==> src/rtl/mbd_pkg.sv <==
// Shared types and constants for the multi-button debounce / long-press unit.
// No dependencies; every other file refers to it by scoped names.
package mbd_pkg;

  localparam int unsigned BUTTONS = 16;
  localparam int unsigned BTN_W   = (BUTTONS > 1) ? $clog2(BUTTONS) : 1;
  localparam int unsigned TIME_W  = 32;
  localparam int unsigned CFG_W   = 16;

  // small queues between input, back end and result side
  localparam int unsigned Q_DEPTH = 2;
  localparam int unsigned Q_PTR_W = (Q_DEPTH > 1) ? $clog2(Q_DEPTH) : 1;
  localparam int unsigned Q_CNT_W = $clog2(Q_DEPTH + 1);

  typedef enum logic [1:0] {
    CFG_DEBOUNCE    = 2'd0,
    CFG_LONG_PRESS  = 2'd1,
    CFG_IGNORE_MASK = 2'd2
  } cfg_reg_e;

  typedef struct packed {
    logic [3:0]        button_index;
    logic              pressed_level;
    logic [TIME_W-1:0] now_ms;
  } in_item_t;

  typedef struct packed {
    logic [3:0] event_button;
    logic       event_long;
  } out_item_t;

  typedef struct packed {
    logic [CFG_W-1:0] debounce_time;
    logic [CFG_W-1:0] long_press_time;
  } timing_cfg_t;

endpackage

==> src/rtl/mbd_front.sv <==
// Front end: accepts samples, drops ignored or out-of-range buttons and
// queues the rest for the back end. Depends on mbd_pkg.
module mbd_front (
  input  logic                           clk_i,
  input  logic                           rst_ni,
  input  logic                           push,
  output logic                           full,
  input  mbd_pkg::in_item_t              in_item_i,
  input  logic [mbd_pkg::CFG_W-1:0]      ignore_mask_i,
  output logic                           cmd_valid_o,
  input  logic                           cmd_ready_i,
  output mbd_pkg::in_item_t              cmd_o
);

  mbd_pkg::in_item_t               entries_q [mbd_pkg::Q_DEPTH];
  logic [mbd_pkg::Q_PTR_W-1:0]     wr_ptr_q, wr_ptr_d;
  logic [mbd_pkg::Q_PTR_W-1:0]     rd_ptr_q, rd_ptr_d;
  logic [mbd_pkg::Q_CNT_W-1:0]     cnt_q, cnt_d;
  logic                            keep;
  logic                            wr_en;
  logic                            rd_en;

  assign full        = (cnt_q == mbd_pkg::Q_CNT_W'(mbd_pkg::Q_DEPTH));
  assign cmd_valid_o = (cnt_q != '0);
  assign cmd_o       = entries_q[rd_ptr_q];

  assign keep  = (32'(in_item_i.button_index) < 32'(mbd_pkg::BUTTONS)) &&
                 !ignore_mask_i[in_item_i.button_index];
  assign wr_en = push && !full && keep;
  assign rd_en = cmd_valid_o && cmd_ready_i;

  always_comb begin
    wr_ptr_d = wr_ptr_q;
    rd_ptr_d = rd_ptr_q;
    cnt_d    = cnt_q;
    if (wr_en) begin
      wr_ptr_d = (wr_ptr_q == mbd_pkg::Q_PTR_W'(mbd_pkg::Q_DEPTH - 1)) ? '0 : wr_ptr_q + 1'b1;
    end
    if (rd_en) begin
      rd_ptr_d = (rd_ptr_q == mbd_pkg::Q_PTR_W'(mbd_pkg::Q_DEPTH - 1)) ? '0 : rd_ptr_q + 1'b1;
    end
    case ({wr_en, rd_en})
      2'b10:   cnt_d = cnt_q + 1'b1;
      2'b01:   cnt_d = cnt_q - 1'b1;
      default: cnt_d = cnt_q;
    endcase
  end

  always_ff @(posedge clk_i or negedge rst_ni) begin
    if (!rst_ni) begin
      wr_ptr_q <= '0;
      rd_ptr_q <= '0;
      cnt_q    <= '0;
    end else begin
      wr_ptr_q <= wr_ptr_d;
      rd_ptr_q <= rd_ptr_d;
      cnt_q    <= cnt_d;
    end
  end

  always_ff @(posedge clk_i) begin
    if (wr_en) begin
      entries_q[wr_ptr_q] <= in_item_i;
    end
  end

endmodule

==> src/rtl/mbd_back.sv <==
// Back end: per-button debounce state, one read-modify-write per cycle unless
// its own release-item queue toward the result side is full. Depends on mbd_pkg.
module mbd_back (
  input  logic                  clk_i,
  input  logic                  rst_ni,
  input  logic                  cmd_valid_i,
  output logic                  cmd_ready_o,
  input  mbd_pkg::in_item_t     cmd_i,
  input  mbd_pkg::timing_cfg_t  timing_cfg_i,
  output logic                  empty,
  input  logic                  pop,
  output mbd_pkg::out_item_t    out_item_o
);

  logic                         raw_q    [mbd_pkg::BUTTONS];
  logic                         stable_q [mbd_pkg::BUTTONS];
  logic                         seen_q   [mbd_pkg::BUTTONS];
  logic [mbd_pkg::TIME_W-1:0]   last_q   [mbd_pkg::BUTTONS];
  logic [mbd_pkg::TIME_W-1:0]   start_q  [mbd_pkg::BUTTONS];

  mbd_pkg::out_item_t           evq_q [mbd_pkg::Q_DEPTH];
  logic [mbd_pkg::Q_PTR_W-1:0]  wr_ptr_q, wr_ptr_d;
  logic [mbd_pkg::Q_PTR_W-1:0]  rd_ptr_q, rd_ptr_d;
  logic [mbd_pkg::Q_CNT_W-1:0]  cnt_q, cnt_d;

  logic [mbd_pkg::BTN_W-1:0]    btn;
  logic                         proc;
  logic                         lvl;
  logic [mbd_pkg::TIME_W-1:0]   now;
  logic                         raw_chg;
  logic [mbd_pkg::TIME_W-1:0]   last_eff;
  logic [mbd_pkg::TIME_W-1:0]   since_change;
  logic [mbd_pkg::TIME_W-1:0]   held_ms;
  logic                         settled;
  logic                         flip;
  logic                         rise;
  logic                         evt_push;
  logic                         evt_pop;
  mbd_pkg::out_item_t           evt;

  assign cmd_ready_o = (cnt_q != mbd_pkg::Q_CNT_W'(mbd_pkg::Q_DEPTH));
  assign proc        = cmd_valid_i && cmd_ready_o;
  assign btn         = mbd_pkg::BTN_W'(cmd_i.button_index);
  assign lvl         = cmd_i.pressed_level;
  assign now         = cmd_i.now_ms;

  // a raw change restarts the settle window at this sample's time
  assign raw_chg      = (lvl != raw_q[btn]);
  assign last_eff     = raw_chg ? now : last_q[btn];
  assign since_change = now - last_eff;
  assign settled      = (since_change >= mbd_pkg::TIME_W'(timing_cfg_i.debounce_time));
  assign flip         = settled && (stable_q[btn] != lvl);
  assign rise         = flip && !stable_q[btn];
  assign held_ms      = now - start_q[btn];

  // release only reports when the matching press was seen
  assign evt_push         = proc && flip && stable_q[btn] && seen_q[btn];
  assign evt.event_button = cmd_i.button_index;
  assign evt.event_long   = (held_ms >= mbd_pkg::TIME_W'(timing_cfg_i.long_press_time));

  always_ff @(posedge clk_i or negedge rst_ni) begin
    if (!rst_ni) begin
      for (int i = 0; i < int'(mbd_pkg::BUTTONS); i++) begin
        raw_q[i]    <= 1'b0;
        stable_q[i] <= 1'b0;
        seen_q[i]   <= 1'b0;
        last_q[i]   <= '0;
        start_q[i]  <= '0;
      end
    end else if (proc) begin
      if (raw_chg) begin
        raw_q[btn]  <= lvl;
        last_q[btn] <= now;
      end
      if (flip) begin
        stable_q[btn] <= lvl;
        seen_q[btn]   <= rise;
        if (rise) begin
          start_q[btn] <= now;
        end
      end
    end
  end

  // release-item queue
  assign empty      = (cnt_q == '0);
  assign out_item_o = evq_q[rd_ptr_q];
  assign evt_pop    = pop && !empty;

  always_comb begin
    wr_ptr_d = wr_ptr_q;
    rd_ptr_d = rd_ptr_q;
    cnt_d    = cnt_q;
    if (evt_push) begin
      wr_ptr_d = (wr_ptr_q == mbd_pkg::Q_PTR_W'(mbd_pkg::Q_DEPTH - 1)) ? '0 : wr_ptr_q + 1'b1;
    end
    if (evt_pop) begin
      rd_ptr_d = (rd_ptr_q == mbd_pkg::Q_PTR_W'(mbd_pkg::Q_DEPTH - 1)) ? '0 : rd_ptr_q + 1'b1;
    end
    case ({evt_push, evt_pop})
      2'b10:   cnt_d = cnt_q + 1'b1;
      2'b01:   cnt_d = cnt_q - 1'b1;
      default: cnt_d = cnt_q;
    endcase
  end

  always_ff @(posedge clk_i or negedge rst_ni) begin
    if (!rst_ni) begin
      wr_ptr_q <= '0;
      rd_ptr_q <= '0;
      cnt_q    <= '0;
    end else begin
      wr_ptr_q <= wr_ptr_d;
      rd_ptr_q <= rd_ptr_d;
      cnt_q    <= cnt_d;
    end
  end

  always_ff @(posedge clk_i) begin
    if (evt_push) begin
      evq_q[wr_ptr_q] <= evt;
    end
  end

endmodule

==> src/rtl/multi_button_debounce_long_press_unit.sv <==
// Multi-button debounce and long-press unit. One raw sample (button, level,
// millisecond time) is taken per clock; a new sample is accepted every cycle
// while full is low. The back end does one read-modify-write of the sample's
// button state entry and stalls while the release-item queue is full. A
// release item passes the front queue and then the release-item queue. Ignored
// and out-of-range buttons are dropped at the front and never reach the back
// end. Two-entry queues sit between front and back and on the result side; a
// full result queue stalls the back end, which in turn fills the input queue.
// Configuration writes are always ready and take effect on the next cycle.
// Depends on mbd_pkg, mbd_front and mbd_back.
module multi_button_debounce_long_press_unit (
  input  logic                          clk_i,
  input  logic                          rst_ni,
  input  logic                          push,
  output logic                          full,
  input  mbd_pkg::in_item_t             in_item_i,
  output logic                          empty,
  input  logic                          pop,
  output mbd_pkg::out_item_t            out_item_o,
  input  logic                          cfg_valid,
  output logic                          cfg_ready,
  input  logic [1:0]                    cfg_index_i,
  input  logic [mbd_pkg::CFG_W-1:0]     cfg_data_i
);

  logic [mbd_pkg::CFG_W-1:0] debounce_q, debounce_d;
  logic [mbd_pkg::CFG_W-1:0] long_press_q, long_press_d;
  logic [mbd_pkg::CFG_W-1:0] ignore_mask_q, ignore_mask_d;
  mbd_pkg::timing_cfg_t      timing_cfg;
  logic                      cmd_valid;
  logic                      cmd_ready;
  mbd_pkg::in_item_t         cmd;

  assign cfg_ready = 1'b1;

  always_comb begin
    debounce_d    = debounce_q;
    long_press_d  = long_press_q;
    ignore_mask_d = ignore_mask_q;
    if (cfg_valid && cfg_ready) begin
      case (cfg_index_i)
        mbd_pkg::CFG_DEBOUNCE:    debounce_d    = cfg_data_i;
        mbd_pkg::CFG_LONG_PRESS:  long_press_d  = cfg_data_i;
        mbd_pkg::CFG_IGNORE_MASK: ignore_mask_d = cfg_data_i;
        default: ;
      endcase
    end
  end

  always_ff @(posedge clk_i or negedge rst_ni) begin
    if (!rst_ni) begin
      debounce_q    <= mbd_pkg::CFG_W'(30);
      long_press_q  <= mbd_pkg::CFG_W'(600);
      ignore_mask_q <= '0;
    end else begin
      debounce_q    <= debounce_d;
      long_press_q  <= long_press_d;
      ignore_mask_q <= ignore_mask_d;
    end
  end

  assign timing_cfg.debounce_time   = debounce_q;
  assign timing_cfg.long_press_time = long_press_q;

  mbd_front u_front (
    .clk_i         (clk_i),
    .rst_ni        (rst_ni),
    .push          (push),
    .full          (full),
    .in_item_i     (in_item_i),
    .ignore_mask_i (ignore_mask_q),
    .cmd_valid_o   (cmd_valid),
    .cmd_ready_i   (cmd_ready),
    .cmd_o         (cmd)
  );

  mbd_back u_back (
    .clk_i        (clk_i),
    .rst_ni       (rst_ni),
    .cmd_valid_i  (cmd_valid),
    .cmd_ready_o  (cmd_ready),
    .cmd_i        (cmd),
    .timing_cfg_i (timing_cfg),
    .empty        (empty),
    .pop          (pop),
    .out_item_o   (out_item_o)
  );

endmodule

==> config.mk <==
export PLATFORM = sky130hd
export DESIGN_NAME = multi_button_debounce_long_press_unit
export DESIGN_NICKNAME = d
export VERILOG_FILES = /design/src/rtl/mbd_pkg.sv /design/src/rtl/mbd_front.sv /design/src/rtl/mbd_back.sv /design/src/rtl/multi_button_debounce_long_press_unit.sv
export SDC_FILE = /design/constraint.sdc
export NUM_CORES = 2
export LEC_CHECK = 0
export BUFFER_PORTS_ARGS = -buffer_cell sky130_fd_sc_hd__buf_2
export CAP_MARGIN = 20
export CORE_MARGIN = 5
export CORE_UTILIZATION = 39
export DETAILED_ROUTE_END_ITERATION = 10
export GPL_TIMING_DRIVEN = 1
export PLACE_DENSITY = 0.62
export SYNTH_ARGS = -nofsm -noshare
export SYNTH_HDL_FRONTEND = slang
export SYNTH_HIERARCHICAL = 1
export SYNTH_SLANG_ARGS = --single-unit
==> constraint.sdc <==
create_clock -name clk_i -period 8.1 [get_ports clk_i]
set_input_delay 1.62 -clock clk_i [delete_from_list [all_inputs] [get_ports clk_i]]
set_output_delay 1.62 -clock clk_i [all_outputs]
set_load 0.02 [all_outputs]
==> flow_summary_export.csv <==
group,metric,value,unit
placement,dp_hpwl,95500,um
worst_hold_path,timing.hold.worst.class,"reg2reg",
detailed_routing,drcViolationCount,0,
synth,synth_sequential_area_ratio,0.522,
timing,skew,0.0356,ns
timing,max_clock_freq,0.132,GHz
detailed_routing,total_via_count_in_the_routed_design,34465,
setup_path,crit_path_end_kind,"flop",
placement,postPlaceCellArea,61800,um2
detailed_routing,drt_via_density,5.72,
timing,finalCriticalPeriod,7.60,ns
clock_tree,ctsHoldBuffers,0,
global_route,grt_pass1_vias,35637,
placement,placement.io_buffers,66,
timing,finalSetupTns,0,ns
floorplanning,die-height,399,um
timing,timing.final.max_slew_violations,0,
synth,syn-cell-area,58900,um2
floorplanning,num_rows,142,
timing,max_slew.worst_pin.slew,1.08,ns
placement,globalplace.congestion,0.913,
global_route,grt_max_degree,163,
clock_tree,cts_max_path_buffers,3,
pwr,leakagePower,29.2,nW
setup_path,cp.required,8.74,ns
floorplanning,coreArea,150000,um2
detailed_routing,antenna_violating_nets_post_route,0,
clock_tree,clk_latency,0.79,ns
synth,netlist_instances,3898,
detailed_routing,finalWirelength,155000,um
floorplanning,design.die.area,159000,um2
setup_path,timing.critical_path.slowest_cell_delay,0.56,ns
global_route,overall_global_routing_usage,0.198,
clock_tree,clk_transition_reported_paths,0.06,ns
detailed_routing,wl_per_cell,25.8,um
clock_tree,tritoncts,"built",
final_layout,synthToLayoutAreaGrowth,12.3,%
global_route,grt_pass1_wl,237000,um
synth,synth_enable_flop_cells,84,
synth,synth_cell_type_count,95,
job,max_cap_viol_count,0,
synth,synth.ff_latch_count,1212,
final_layout,antenna-diode-count,0,
outcome,outcome,"finished clean",
synth,synth_warnings,6,
final_layout,drive_above_1_share,0.405,
timing,rsz_0062_raised_after_global_routing,"false",
final_layout,final.fill_count,13384,
timing,timing_hold_violations_final,0,
detailed_routing,initialDrtViolationCount,2614,
setup_path,critical-path-slowest-cell,"sky130_fd_sc_hd__mux4_2",
synth,syn-num-nets,4056,
setup_path,arrival,8.25,ns
clock_tree,cts_buf_count,135,
setup_path,worst_setup_path_start_kind,"flop",
pwr,total_power,0.0322,W
detailed_routing,first_pass_iters,5,
pwr,power-per-cell-area,487,nW/um2
final_layout,final_design_area_no_fill,66200,um2
timing,setup_violations,0,
floorplanning,initial_core_util,0.393,
global_route,gr-total-overflow,0,
synth,synth_flop_cell,"sky130_fd_sc_hd__dfrtp_1",
pwr,vdd.ir_drop.worst,0.000321,V
clock_tree,clockRootBuffer,"sky130_fd_sc_hd__clkbuf_16",
setup_path,worst-path-max-fanout,31,
synth,synth.avg_cell_area,15.1,um2
final_layout,finalNetCount,4069,
floorplanning,dieWidth,399,um
global_route,antenna_found_initial,8,
clock_tree,cts.htree.levels,4,
synth,synth_async_sr_flop_share,0.931,
timing,timing.max_slew.rel_slack,0.276,
setup_path,critical-path-top-cell-by-count,"sky130_fd_sc_hd__a21oi_1",
clock_tree,clock_sinks,1212,
timing,period_share,0.938,
setup_path,criticalPathCategory,"reg2reg",
floorplanning,pin_count,68,
[power breakdown]
| part | switching, W | internal (W) | leakage (nW) | total (W) |
|---|---|---|---|---|
| sequential | 0.00130 | 0.00884 | 15.1 | 0.0101 |
| clock | 0.00250 | 0.00354 | 2.12 | 0.00604 |
| combinational | 0.00846 | 0.00757 | 11.9 | 0.0160 |
[Yosys cell counts (7+ instances only)]
library cell	n	area (um2)
sky130_fd_sc_hd__a21oi_1	78	390
sky130_fd_sc_hd__mux4_2	326	7340
sky130_fd_sc_hd__mux2i_1	40	400
sky130_fd_sc_hd__nand3_1	22	110
sky130_fd_sc_hd__dfstp_2	8	210
sky130_fd_sc_hd__nand4_1	32	200
sky130_fd_sc_hd__nor2_1	60	225
sky130_fd_sc_hd__a21bo_1	20	200
sky130_fd_sc_hd__nor2b_1	21	131
sky130_fd_sc_hd__and3_1	7	43.8
sky130_fd_sc_hd__nand2b_1	15	93.8
sky130_fd_sc_hd__xnor2_1	27	236
sky130_fd_sc_hd__nor3_1	19	95.1
sky130_fd_sc_hd__buf_6	30	338
sky130_fd_sc_hd__nand4_4	10	213
sky130_fd_sc_hd__o21ai_0	78	390
sky130_fd_sc_hd__edfxtp_1	84	2520
sky130_fd_sc_hd__a211oi_1	8	60.1
sky130_fd_sc_hd__buf_4	16	120
sky130_fd_sc_hd__dfrtp_1	1120	28000
sky130_fd_sc_hd__xor2_1	16	140
sky130_fd_sc_hd__mux2_1	284	3200
sky130_fd_sc_hd__o21bai_1	7	52.6
sky130_fd_sc_hd__buf_2	22	110
sky130_fd_sc_hd__a21o_1	19	143
sky130_fd_sc_hd__mux4_1	9	236
sky130_fd_sc_hd__clkbuf_1	211	792
sky130_fd_sc_hd__mux2_4	12	180
sky130_fd_sc_hd__nand2_1	93	349
sky130_fd_sc_hd__mux2_2	810	9120
sky130_fd_sc_hd__ha_1	96	1200
sky130_fd_sc_hd__a21bo_2	12	120
sky130_fd_sc_hd__inv_1	88	330
sky130_fd_sc_hd__o21a_1	15	113
sky130_fd_sc_hd__buf_1	35	131
[flip-flops by register name, indices dropped and copies added (netlist names)]
register and flops:
debounce_q 16, ignore_mask_q 16, long_press_q 16, u_back/cnt_q 2, u_back/evq_q 10, u_back/last_q 512, u_back/raw_q 16, u_back/rd_ptr_q 1
u_back/seen_q 16, u_back/stable_q 16, u_back/start_q 512, u_back/wr_ptr_q 1, u_front/cnt_q 2, u_front/entries_q 74, u_front/rd_ptr_q 1, u_front/wr_ptr_q 1
[critical path: cells and delay by family (launching register included)]
family	cells	cell delay, ns
flops	1	0.46
mux	4	1.70
fa+ha+maj	2	0.58
simple gates	7	1.27
compound gates	12	2.63
buf+inv	3	0.74
[per-stage QoR]
step                hold WS [ns]  utilization  cells  setup WS, ns
global placement           0.455        0.412   5784         0.488
floorplan                  0.439            -   3898       0.00150
global route               0.483        0.441   6027        0.0631
detailed placement         0.460        0.412   5784         0.338
finish                     0.471        0.441   6027         0.500
CTS                        0.474        0.441   6021         0.276
[cell families (layout without fill, tap and decap cells)]
group                    after synthesis  count (layout)  share of synthesized area
flip-flops                          1212            1212                      0.522
multiplexers                        1482            1482                      0.348
AO/OA/AOI/OAI                        318             318                     0.0368
other                                  1               1                  0.0000636
AND/OR/NAND/NOR                      331             331                     0.0321
adder cells (fa/ha/maj)               98              98                     0.0211
XOR/XNOR                              46              46                    0.00741
buffers and inverters                410             523                     0.0328
[layer usage]
layer  GRT usage  vias up  share of wire
li1            -    14650              -
met1       0.286    18761           0.46
met2       0.315      840           0.47
met3      0.0321      210          0.050
met4      0.0478        4          0.020
met5           0        -        0.00015
[worst paths after layout]
path | startpoint | slack (ns) | depth (start not counted) | endpoint
max in group asynchronous | rst_ni | 5.51 | 3 | u_front/rd_ptr_q
max | u_front/rd_ptr_q | 0.50 | 28 | u_back/start_q[506]
min reg2reg | u_back/stable_q[10] | 0.47 | 1 | u_back/stable_q[10]
max reg2reg | u_front/rd_ptr_q | 0.50 | 28 | u_back/start_q[506]
min | u_back/stable_q[10] | 0.47 | 1 | u_back/stable_q[10]
min in group asynchronous | rst_ni | 0.97 | 1 | u_back/last_q[404]
[cell type report]
cell class | count | area (um2) | share of cell area
inverters | 88 | 330 | 0.00499
multi-input cells | 2276 | 26400 | 0.399
clock inverters | 34 | 379 | 0.00573
clock buffers | 203 | 3960 | 0.0598
well taps | 2016 | 2520 | 0.0381
repair buffers | 198 | 1810 | 0.0274
flip-flops and latches | 1212 | 30800 | 0.465
[what timing repair did]
item / in CTS / in global routing
buffers inserted: 0 / 6
resized for setup: 0 / 2
endpoints found under the setup margin: 0 / 184
[cell usage in the layout (no fill, tap or decap), types with 38 or more instances in the layout]
cell and n:
sky130_fd_sc_hd__dfrtp_1 1119, sky130_fd_sc_hd__mux2_2 806, sky130_fd_sc_hd__mux4_2 326, sky130_fd_sc_hd__mux2_1 284, sky130_fd_sc_hd__clkbuf_16 137, sky130_fd_sc_hd__ha_1 96, sky130_fd_sc_hd__buf_4 93, sky130_fd_sc_hd__inv_1 88
sky130_fd_sc_hd__edfxtp_1 84, sky130_fd_sc_hd__nand2_1 81, sky130_fd_sc_hd__a21oi_1 78, sky130_fd_sc_hd__o21ai_0 78, sky130_fd_sc_hd__buf_2 65, sky130_fd_sc_hd__nor2_1 58, sky130_fd_sc_hd__mux2i_1 40, sky130_fd_sc_hd__clkbuf_1 38
sky130_fd_sc_hd__buf_12 38
No activity file was read; power rests on OpenSTA's default activity.
